$ cat src/panic_alarm_escalation_controller_macros.svh
// ----------------------------------------------------------------------------
// panic alarm escalation controller assertion macros
// concurrent checks clocked on clk, disabled during rst
// ----------------------------------------------------------------------------
`ifndef PANIC_ALARM_ESCALATION_CONTROLLER_MACROS_SVH
`define PANIC_ALARM_ESCALATION_CONTROLLER_MACROS_SVH

`ifndef SYNTHESIS
`define PAEC_ASSERT_NOW(label, ante, cons) \
  label: assert property (@(posedge clk) disable iff (rst) (ante) |-> (cons)) \
    else $error("paec check failed");
`define PAEC_ASSERT_NEXT(label, ante, cons) \
  label: assert property (@(posedge clk) disable iff (rst) (ante) |=> (cons)) \
    else $error("paec check failed");
`else
`define PAEC_ASSERT_NOW(label, ante, cons)
`define PAEC_ASSERT_NEXT(label, ante, cons)
`endif

`endif

$ cat src/paec_pkg.sv
// ----------------------------------------------------------------------------
// paec_pkg
// types and constants shared by the panic alarm escalation controller
// ----------------------------------------------------------------------------
`default_nettype none

package paec_pkg;

  localparam logic [1:0] ST_NONE      = 2'd0;
  localparam logic [1:0] ST_TRIGGERED = 2'd1;
  localparam logic [1:0] ST_ESCALATED = 2'd2;

  localparam logic [1:0] SRC_NONE   = 2'd0;
  localparam logic [1:0] SRC_BUTTON = 2'd1;
  localparam logic [1:0] SRC_CRASH  = 2'd2;
  localparam logic [1:0] SRC_REMOTE = 2'd3;

  localparam logic [7:0] REASON_NONE   = 8'd0;
  localparam logic [7:0] REASON_BUTTON = 8'd1;
  localparam logic [7:0] REASON_CRASH  = 8'd2;

  localparam logic [1:0] SIREN_IDLE = 2'd0;
  localparam logic [1:0] SIREN_SLOW = 2'd1;
  localparam logic [1:0] SIREN_FAST = 2'd2;

  localparam logic [1:0] CFG_ESCALATE_AFTER = 2'd0;
  localparam logic [1:0] CFG_ALARM_INTERVAL = 2'd1;
  localparam logic [1:0] CFG_IDLE_INTERVAL  = 2'd2;

  localparam logic [31:0] ESCALATE_AFTER_RST = 32'd10000;
  localparam logic [31:0] ALARM_INTERVAL_RST = 32'd30000;
  localparam logic [31:0] IDLE_INTERVAL_RST  = 32'd300000;

  typedef struct packed {
    logic [31:0] now_ms;
    logic        button_pressed;
    logic        crash_seen;
    logic        remote_flag;
    logic [7:0]  remote_reason;
    logic        remote_updated;
  } paec_in_t;

  typedef struct packed {
    logic [1:0] alarm_state;
    logic [1:0] alarm_source;
    logic [7:0] alarm_reason;
    logic [1:0] siren_mode;
    logic       send_uplink;
    logic       sos_active;
  } paec_out_t;

  typedef struct packed {
    logic [31:0] escalate_after_ms;
    logic [31:0] alarm_send_interval_ms;
    logic [31:0] idle_send_interval_ms;
  } paec_cfg_t;

  typedef struct packed {
    logic [1:0]  cur_state;
    logic [1:0]  cur_source;
    logic [7:0]  cur_reason;
    logic [31:0] trigger_time;
    logic [31:0] last_send_time;
    logic        holdoff_active;
    logic        prev_remote_flag;
    logic [7:0]  prev_remote_reason;
  } paec_state_t;

endpackage

`default_nettype wire

$ cat src/paec_step.sv
// ----------------------------------------------------------------------------
// paec_step
// one polling step: remote override, local trigger, escalation, uplink timing
// ----------------------------------------------------------------------------
`default_nettype none

module paec_step
  import paec_pkg::*;
(
  input  paec_in_t    item,
  input  paec_state_t st,
  input  paec_cfg_t   cfg,
  output paec_state_t st_next,
  output paec_out_t   res
);

  logic        remote_evt;
  logic        local_ok;
  logic [31:0] since_trig;
  logic [31:0] since_send;
  logic [31:0] interval;
  logic        send;
  paec_state_t s1;
  paec_state_t s2;
  paec_state_t s3;

  assign remote_evt = item.remote_updated ||
                      (item.remote_flag != st.prev_remote_flag) ||
                      (item.remote_reason != st.prev_remote_reason);

  // remote command
  always_comb begin
    s1 = st;
    if (remote_evt) begin
      s1.cur_source         = SRC_REMOTE;
      s1.prev_remote_flag   = item.remote_flag;
      s1.prev_remote_reason = item.remote_reason;
      if (item.remote_flag) begin
        s1.cur_state      = ST_ESCALATED;
        s1.cur_reason     = item.remote_reason;
        s1.trigger_time   = item.now_ms;
        s1.holdoff_active = 1'b0;
      end else begin
        s1.cur_state      = ST_NONE;
        s1.cur_reason     = REASON_NONE;
        s1.holdoff_active = 1'b1;
      end
    end
  end

  // hold-off release then local sensors
  always_comb begin
    s2 = s1;
    if (s1.holdoff_active && !item.button_pressed && !item.crash_seen) begin
      s2.holdoff_active = 1'b0;
      s2.cur_source     = SRC_NONE;
      s2.cur_state      = ST_NONE;
      s2.cur_reason     = REASON_NONE;
    end
  end

  assign local_ok = (s2.cur_source != SRC_REMOTE) && !s2.holdoff_active;

  always_comb begin
    s3 = s2;
    if (local_ok && item.button_pressed) begin
      s3.cur_source   = SRC_BUTTON;
      s3.cur_state    = ST_TRIGGERED;
      s3.cur_reason   = REASON_BUTTON;
      s3.trigger_time = item.now_ms;
    end else if (local_ok && item.crash_seen) begin
      s3.cur_source   = SRC_CRASH;
      s3.cur_state    = ST_TRIGGERED;
      s3.cur_reason   = REASON_CRASH;
      s3.trigger_time = item.now_ms;
    end
  end

  assign since_trig = item.now_ms - s3.trigger_time;
  assign since_send = item.now_ms - st.last_send_time;

  always_comb begin
    st_next = s3;
    if ((s3.cur_state == ST_TRIGGERED) && (since_trig > cfg.escalate_after_ms)) begin
      st_next.cur_state = ST_ESCALATED;
    end
    interval = (st_next.cur_state != ST_NONE) ? cfg.alarm_send_interval_ms
                                              : cfg.idle_send_interval_ms;
    send = remote_evt || (since_send >= interval);
    if (send) begin
      st_next.last_send_time = item.now_ms;
    end
  end

  always_comb begin
    res.alarm_state  = st_next.cur_state;
    res.alarm_source = st_next.cur_source;
    res.alarm_reason = st_next.cur_reason;
    case (st_next.cur_state)
      ST_ESCALATED: res.siren_mode = SIREN_FAST;
      ST_TRIGGERED: res.siren_mode = SIREN_SLOW;
      default:      res.siren_mode = SIREN_IDLE;
    endcase
    res.send_uplink = send;
    res.sos_active  = (st_next.cur_state != ST_NONE);
  end

endmodule

`default_nettype wire

$ cat src/panic_alarm_escalation_controller.sv
// ----------------------------------------------------------------------------
// panic_alarm_escalation_controller
// panic alarm state keeping with remote override, escalation and uplink timer
// ----------------------------------------------------------------------------
// usage
//   in channel: one polling step per beat (in_valid / in_stall / in_data)
//   out channel: one result per step (out_valid / out_stall / out_data)
//   cfg channel: register writes (cfg_valid / cfg_ready / cfg_index / cfg_data),
//     index 0 escalate time, 1 alarm send interval, 2 idle send interval;
//     cfg_ready is always high, other indexes are dropped
//   an accepted step is held in the input register, and its result then in the result register
//   throughput: one step per cycle while out_stall holds no result, set by the
//     single step stage that updates the alarm state registers from the input register
//   when out_stall holds a result, one more step is taken into the input
//     register; in_stall rises only when both registers are full
//   reset (rst, synchronous) clears the alarm state and both registers and
//   loads the default register values
// ----------------------------------------------------------------------------
`default_nettype none

`include "panic_alarm_escalation_controller_macros.svh"

module panic_alarm_escalation_controller
  import paec_pkg::*;
(
  input  wire logic        clk,
  input  wire logic        rst,
  input  wire logic        in_valid,
  output      logic        in_stall,
  input  wire paec_in_t    in_data,
  output      logic        out_valid,
  input  wire logic        out_stall,
  output      paec_out_t   out_data,
  input  wire logic        cfg_valid,
  output      logic        cfg_ready,
  input  wire logic [1:0]  cfg_index,
  input  wire logic [31:0] cfg_data
);

  paec_cfg_t   cfg;
  paec_state_t st;
  paec_state_t st_next;
  paec_in_t    item;
  logic        item_valid;
  paec_out_t   res;
  logic        adv;

  assign cfg_ready = 1'b1;
  assign adv       = item_valid && (!out_valid || !out_stall);
  assign in_stall  = item_valid && !adv;

  always_ff @(posedge clk) begin
    if (rst) begin
      cfg.escalate_after_ms      <= ESCALATE_AFTER_RST;
      cfg.alarm_send_interval_ms <= ALARM_INTERVAL_RST;
      cfg.idle_send_interval_ms  <= IDLE_INTERVAL_RST;
    end else if (cfg_valid && cfg_ready) begin
      unique case (cfg_index)
        CFG_ESCALATE_AFTER: cfg.escalate_after_ms      <= cfg_data;
        CFG_ALARM_INTERVAL: cfg.alarm_send_interval_ms <= cfg_data;
        CFG_IDLE_INTERVAL:  cfg.idle_send_interval_ms  <= cfg_data;
        default: ;
      endcase
    end
  end

  // input register
  always_ff @(posedge clk) begin
    if (rst) begin
      item_valid <= 1'b0;
    end else if (!in_stall) begin
      item_valid <= in_valid;
    end
  end

  always_ff @(posedge clk) begin
    if (in_valid && !in_stall) begin
      item <= in_data;
    end
  end

  paec_step u_step (
    .item    (item),
    .st      (st),
    .cfg     (cfg),
    .st_next (st_next),
    .res     (res)
  );

  always_ff @(posedge clk) begin
    if (rst) begin
      st <= '0;
    end else if (adv) begin
      st <= st_next;
    end
  end

  // result register
  always_ff @(posedge clk) begin
    if (rst) begin
      out_valid <= 1'b0;
    end else if (adv) begin
      out_valid <= 1'b1;
    end else if (!out_stall) begin
      out_valid <= 1'b0;
    end
  end

  always_ff @(posedge clk) begin
    if (adv) begin
      out_data <= res;
    end
  end

  `PAEC_ASSERT_NOW(a_stall_when_full, item_valid && out_valid && out_stall, in_stall)
  `PAEC_ASSERT_NEXT(a_adv_gives_result, adv, out_valid)
  `PAEC_ASSERT_NOW(a_holdoff_remote, st.holdoff_active, (st.cur_source == SRC_REMOTE) && (st.cur_state == ST_NONE))
  `PAEC_ASSERT_NOW(a_sos_matches, out_valid, out_data.sos_active == (out_data.siren_mode != SIREN_IDLE))

endmodule

`default_nettype wire

$ cat config.mk
export PLATFORM = sky130hd
export DESIGN_NAME = panic_alarm_escalation_controller
export DESIGN_NICKNAME = d
export VERILOG_FILES = /design/src/paec_pkg.sv /design/src/paec_step.sv /design/src/panic_alarm_escalation_controller.sv
export VERILOG_INCLUDE_DIRS = /design/src /design/src/src
export SDC_FILE = /design/constraint.sdc
export NUM_CORES = 1
export LEC_CHECK = 0
export ABC_AREA = 1
export BUFFER_PORTS_ARGS = -buffer_cell sky130_fd_sc_hd__buf_2
export CAP_MARGIN = 0
export CORE_MARGIN = 3
export CORE_UTILIZATION = 48
export CTS_BUF_LIST = sky130_fd_sc_hd__clkbuf_4 sky130_fd_sc_hd__clkbuf_8
export CTS_CLUSTER_SIZE = 24
export DETAILED_ROUTE_END_ITERATION = 6
export HOLD_SLACK_MARGIN = 0.08
export PLACE_DENSITY = 0.66
export RECOVER_POWER = 50
export SLEW_MARGIN = 20
export SYNTH_ARGS = -nofsm -noshare
export SYNTH_HDL_FRONTEND = slang
export SYNTH_SLANG_ARGS = --single-unit
$ cat constraint.sdc
create_clock -name clk -period 13.5 [get_ports clk]
set_input_delay 4.05 -clock clk [delete_from_list [all_inputs] [get_ports clk]]
set_output_delay 4.05 -clock clk [all_outputs]
set_load 0.05 [all_outputs]
==> results_dict.tcl <==
set metrics [dict create \
    status "finished with violations" \
    violations "max-capacitance violations, max-slew violations" \
    regArea_um2 5485 \
    r2r_slack_ns 4.83 \
    start_util_pct 49.03 \
    hold_start "cfg[16]" \
    power_leakage_nw 7.175 \
    place.gp.congestion 0.9476 \
    skew_ns 0.02179 \
    final_core_util_pct 54.55 \
    yosysTopAreaCellShare_pct 26.03 \
    clk_latency_ns 0.54 \
    critPathCaptureType "flop" \
    final.setup.tns_ns 0 \
    min_period_over_period_pct 64.21 \
    yosysTopAreaCell "dfxtp_1" \
    synthMuxAreaShare_pct 2.618 \
    antenna_found_initial 0 \
    hpwl_mm 26.81 \
    slew_viol_final 201 \
    hold_depth 2 \
    cts_root_buf "clkbuf_8" \
    yosysMostFrequentCell "nand2_1" \
    worst_slew_pin_slew_ns 3.016 \
    crit_fanout 61 \
    drv_cap 4 \
    vias 12254 \
    design.core.area_um2 28860 \
    fin_nets 2123 \
    synth_compound_area_share_pct 19.27 \
    ctsResizeCount 0 \
    numCtsBuffers 43 \
    ys_async_sr_fraction_pct 0 \
    h-tree-depth 2 \
    hold_path.class "reg -> reg" \
    yosysWarnings 0 \
    grt_pass1_wl_mm 56.99 \
    ios 102 \
    syn_avg_cell_area_um2 7.753 \
    peakVddDrop_v 0.00007631 \
    critical-path-max-stage-delay_ns 1.87 \
    setup_slack_ns 4.832 \
    r2r_end "st[41]" \
    grt_use_total_pct 22.34 \
    cts_hold_buf 0 \
    wire_per_inst_um 15.41 \
    critical_path.slowest_cell "clkbuf_1" \
    fillCellCount 2797 \
    setup_viol 0 \
    yosys-top-cells-count "nand2_1 (289), inv_1 (253), a21oi_1 (222), dfxtp_1 (184), o21ai_0 (169)" \
    cts_tree "yes" \
    synth_edf_count 60 \
    period_minus_slack_ns 8.668 \
    cp.arrival_ns 9.12 \
    area_delta_synth_final_pct 11.27 \
    routed_via_density 5.259 \
    start_kind "flop" \
    synth_cell_types 49 \
    synthTopCellsByArea "dfxtp_1 (26%), edfxtp_1 (13%), ha_1 (11%)" \
    die_width_um 177.7 \
    cp_top_family "simple AND/OR/NAND/NOR gates" \
    synth_fp_nets 2036 \
    slew_headroom_pct -101.1 \
    drt_iter0_drc 912 \
    synth_area_um2 14150 \
    drc 0 \
    io_buffers 100 \
    layout-drive-gt1-share_pct 9.661 \
    r2r-start "item[8]" \
    fp.dieH_um 177.7 \
    die_area_um2 31570 \
    synth-seq-cells 244 \
    rsz0062_at_grt "no" \
    timing.fmax_mhz 115.4 \
    synthSimpleGateAreaFrac_pct 15.84 \
    clockBufferDepth 3 \
    grt_max_degree 123 \
    hold_end "cfg[16]" \
    synth_top_family_by_area "compound AO/OA/AOI/OAI gates" \
    gr-total-overflow 0 \
    worstPathBufferInverterCount 5 \
    synth_flop_cell "dfxtp_1" \
    synth-seq-area-share_pct 38.77 \
    post-cts-setup-buffers 0 \
    ff2ff_path_depth 25 \
    cts.sinks 244 \
    synthAdderAreaFrac_pct 11.43 \
    multi_input_area_um2 7357 \
    powerDensity_nw_per_um2 130.7 \
    path_class "reg -> reg" \
    rows 62 \
    timing.final.hold_violations 0 \
    synth_xor_area_share_pct 2.971 \
    routed_wl_mm 35.90 \
    required_ns 13.95 \
    ant_nets 0 \
    path_clk_slew_ns 0.06 \
    n_antenna_cell 0 \
    dpl_worst_slack_ns 4.864 \
    first_pass_iters 5 \
    grt_pass1_vias 11291 \
    synthCells 1825 \
]
-- report_power, final --
group          leakage (nW)  internal (mW)  switching (mW)
combinational          4.60          0.196           0.340
sequential             2.09          0.795          0.0240
clock                 0.482          0.402           0.299
total                  7.18           1.39           0.663
-- placed cells by master, fill, tap and decap left out, drive strengths merged, types with 7 or more instances in the layout --
cell type,instances
ha,126
nand3,50
inv,261
dfxtp,184
xnor2,10
edfxtp,60
buf,87
o211ai,37
nor2,151
clkbuf,90
o221ai,8
a211oi,7
nand4,17
nand2,297
clkinv,13
xor2,38
a21oi,222
mux2i,37
nor3,18
a31oi,11
o21ai,181
-- flip-flops by register name, indices dropped and copies added, names as in the netlist --
register	cells
st	86
item_valid	1
out_data	16
out_valid	1
cfg	96
item	44
-- layer usage --
metal / global-route usage, % / vias to the layer above / wire length, um / part of all wire [%]
met4: 6.643 / 0 / 918 / 2.6
met3: 3.509 / 57 / 2225 / 6.2
met5: 0 / - / 0 / 0
li1: - / 6310 / - / -
met2: 32.09 / 316 / 14360 / 40
met1: 34.27 / 5571 / 18400 / 51
-- worst reg2reg max path, stage by stage, from the launching register on --
cell and delay, ns:
edfxtp_1 0.44, nand2_1 0.10, nand2_1 0.05, nor2_1 0.09, nand2_1 0.14, nor2_1 0.79, nor2_1 0.37, clkinvlp_2 0.35
o21ai_0 0.20, o221ai_1 0.37, nand3_1 0.31, nand2_2 0.15, clkbuf_1 1.87, a21oi_1 0.46, ha_1 0.47, nand4_1 0.11
nor4_1 0.29, inv_1 0.12, nor4_1 0.40, nand4_1 0.30, nand4_1 0.26, nand2_2 0.06, buf_4 0.35, inv_1 0.29
o21ai_0 0.11, a21oi_1 0.17
-- kinds of logic (layout without fill, tap and decap cells) --
logic type	count (synthesis)	after routing
buf+inv	332	453
fa+ha+maj	128	128
other cells	1	1
simple gates	543	543
flops	244	244
compound gates	492	492
mux	37	37
xor+xnor	48	48
-- layout make-up --
type,count,area share [%]
clock buffer,69,5.198
clock inverter,10,0.4451
inverter,266,6.366
multi-input combinational,1249,46.73
sequential,244,34.84
tap,384,3.052
timing repair buffer,108,3.362
-- how the worst max path moves through the flow --
stage,start,endpoint,slack [ns],cells after the start
after global routing,item[8],st[41],4.21,25
after CTS,out_stall,in_stall,4.86,4
after detailed placement,out_stall,in_stall,4.86,4
final,item[8],st[41],4.83,25
after global placement,out_stall,in_stall,4.84,4
after floorplan,out_stall,in_stall,4.63,2
-- per-stage QoR --
step	instances	area (um^2)	total power [mW]	hold slack (ns)
2_1_floorplan	1825	14150	1.221	0.4245
4_1_cts	2330	15820	2.074	0.4553
6_report	2330	15740	2.057	0.4521
3_5_place_dp	2251	14930	1.365	0.4427
3_3_place_gp	2251	14930	1.348	0.4372
5_1_grt	2330	15740	2.187	0.4778
No activity file was read; power rests on OpenSTA's default activity.
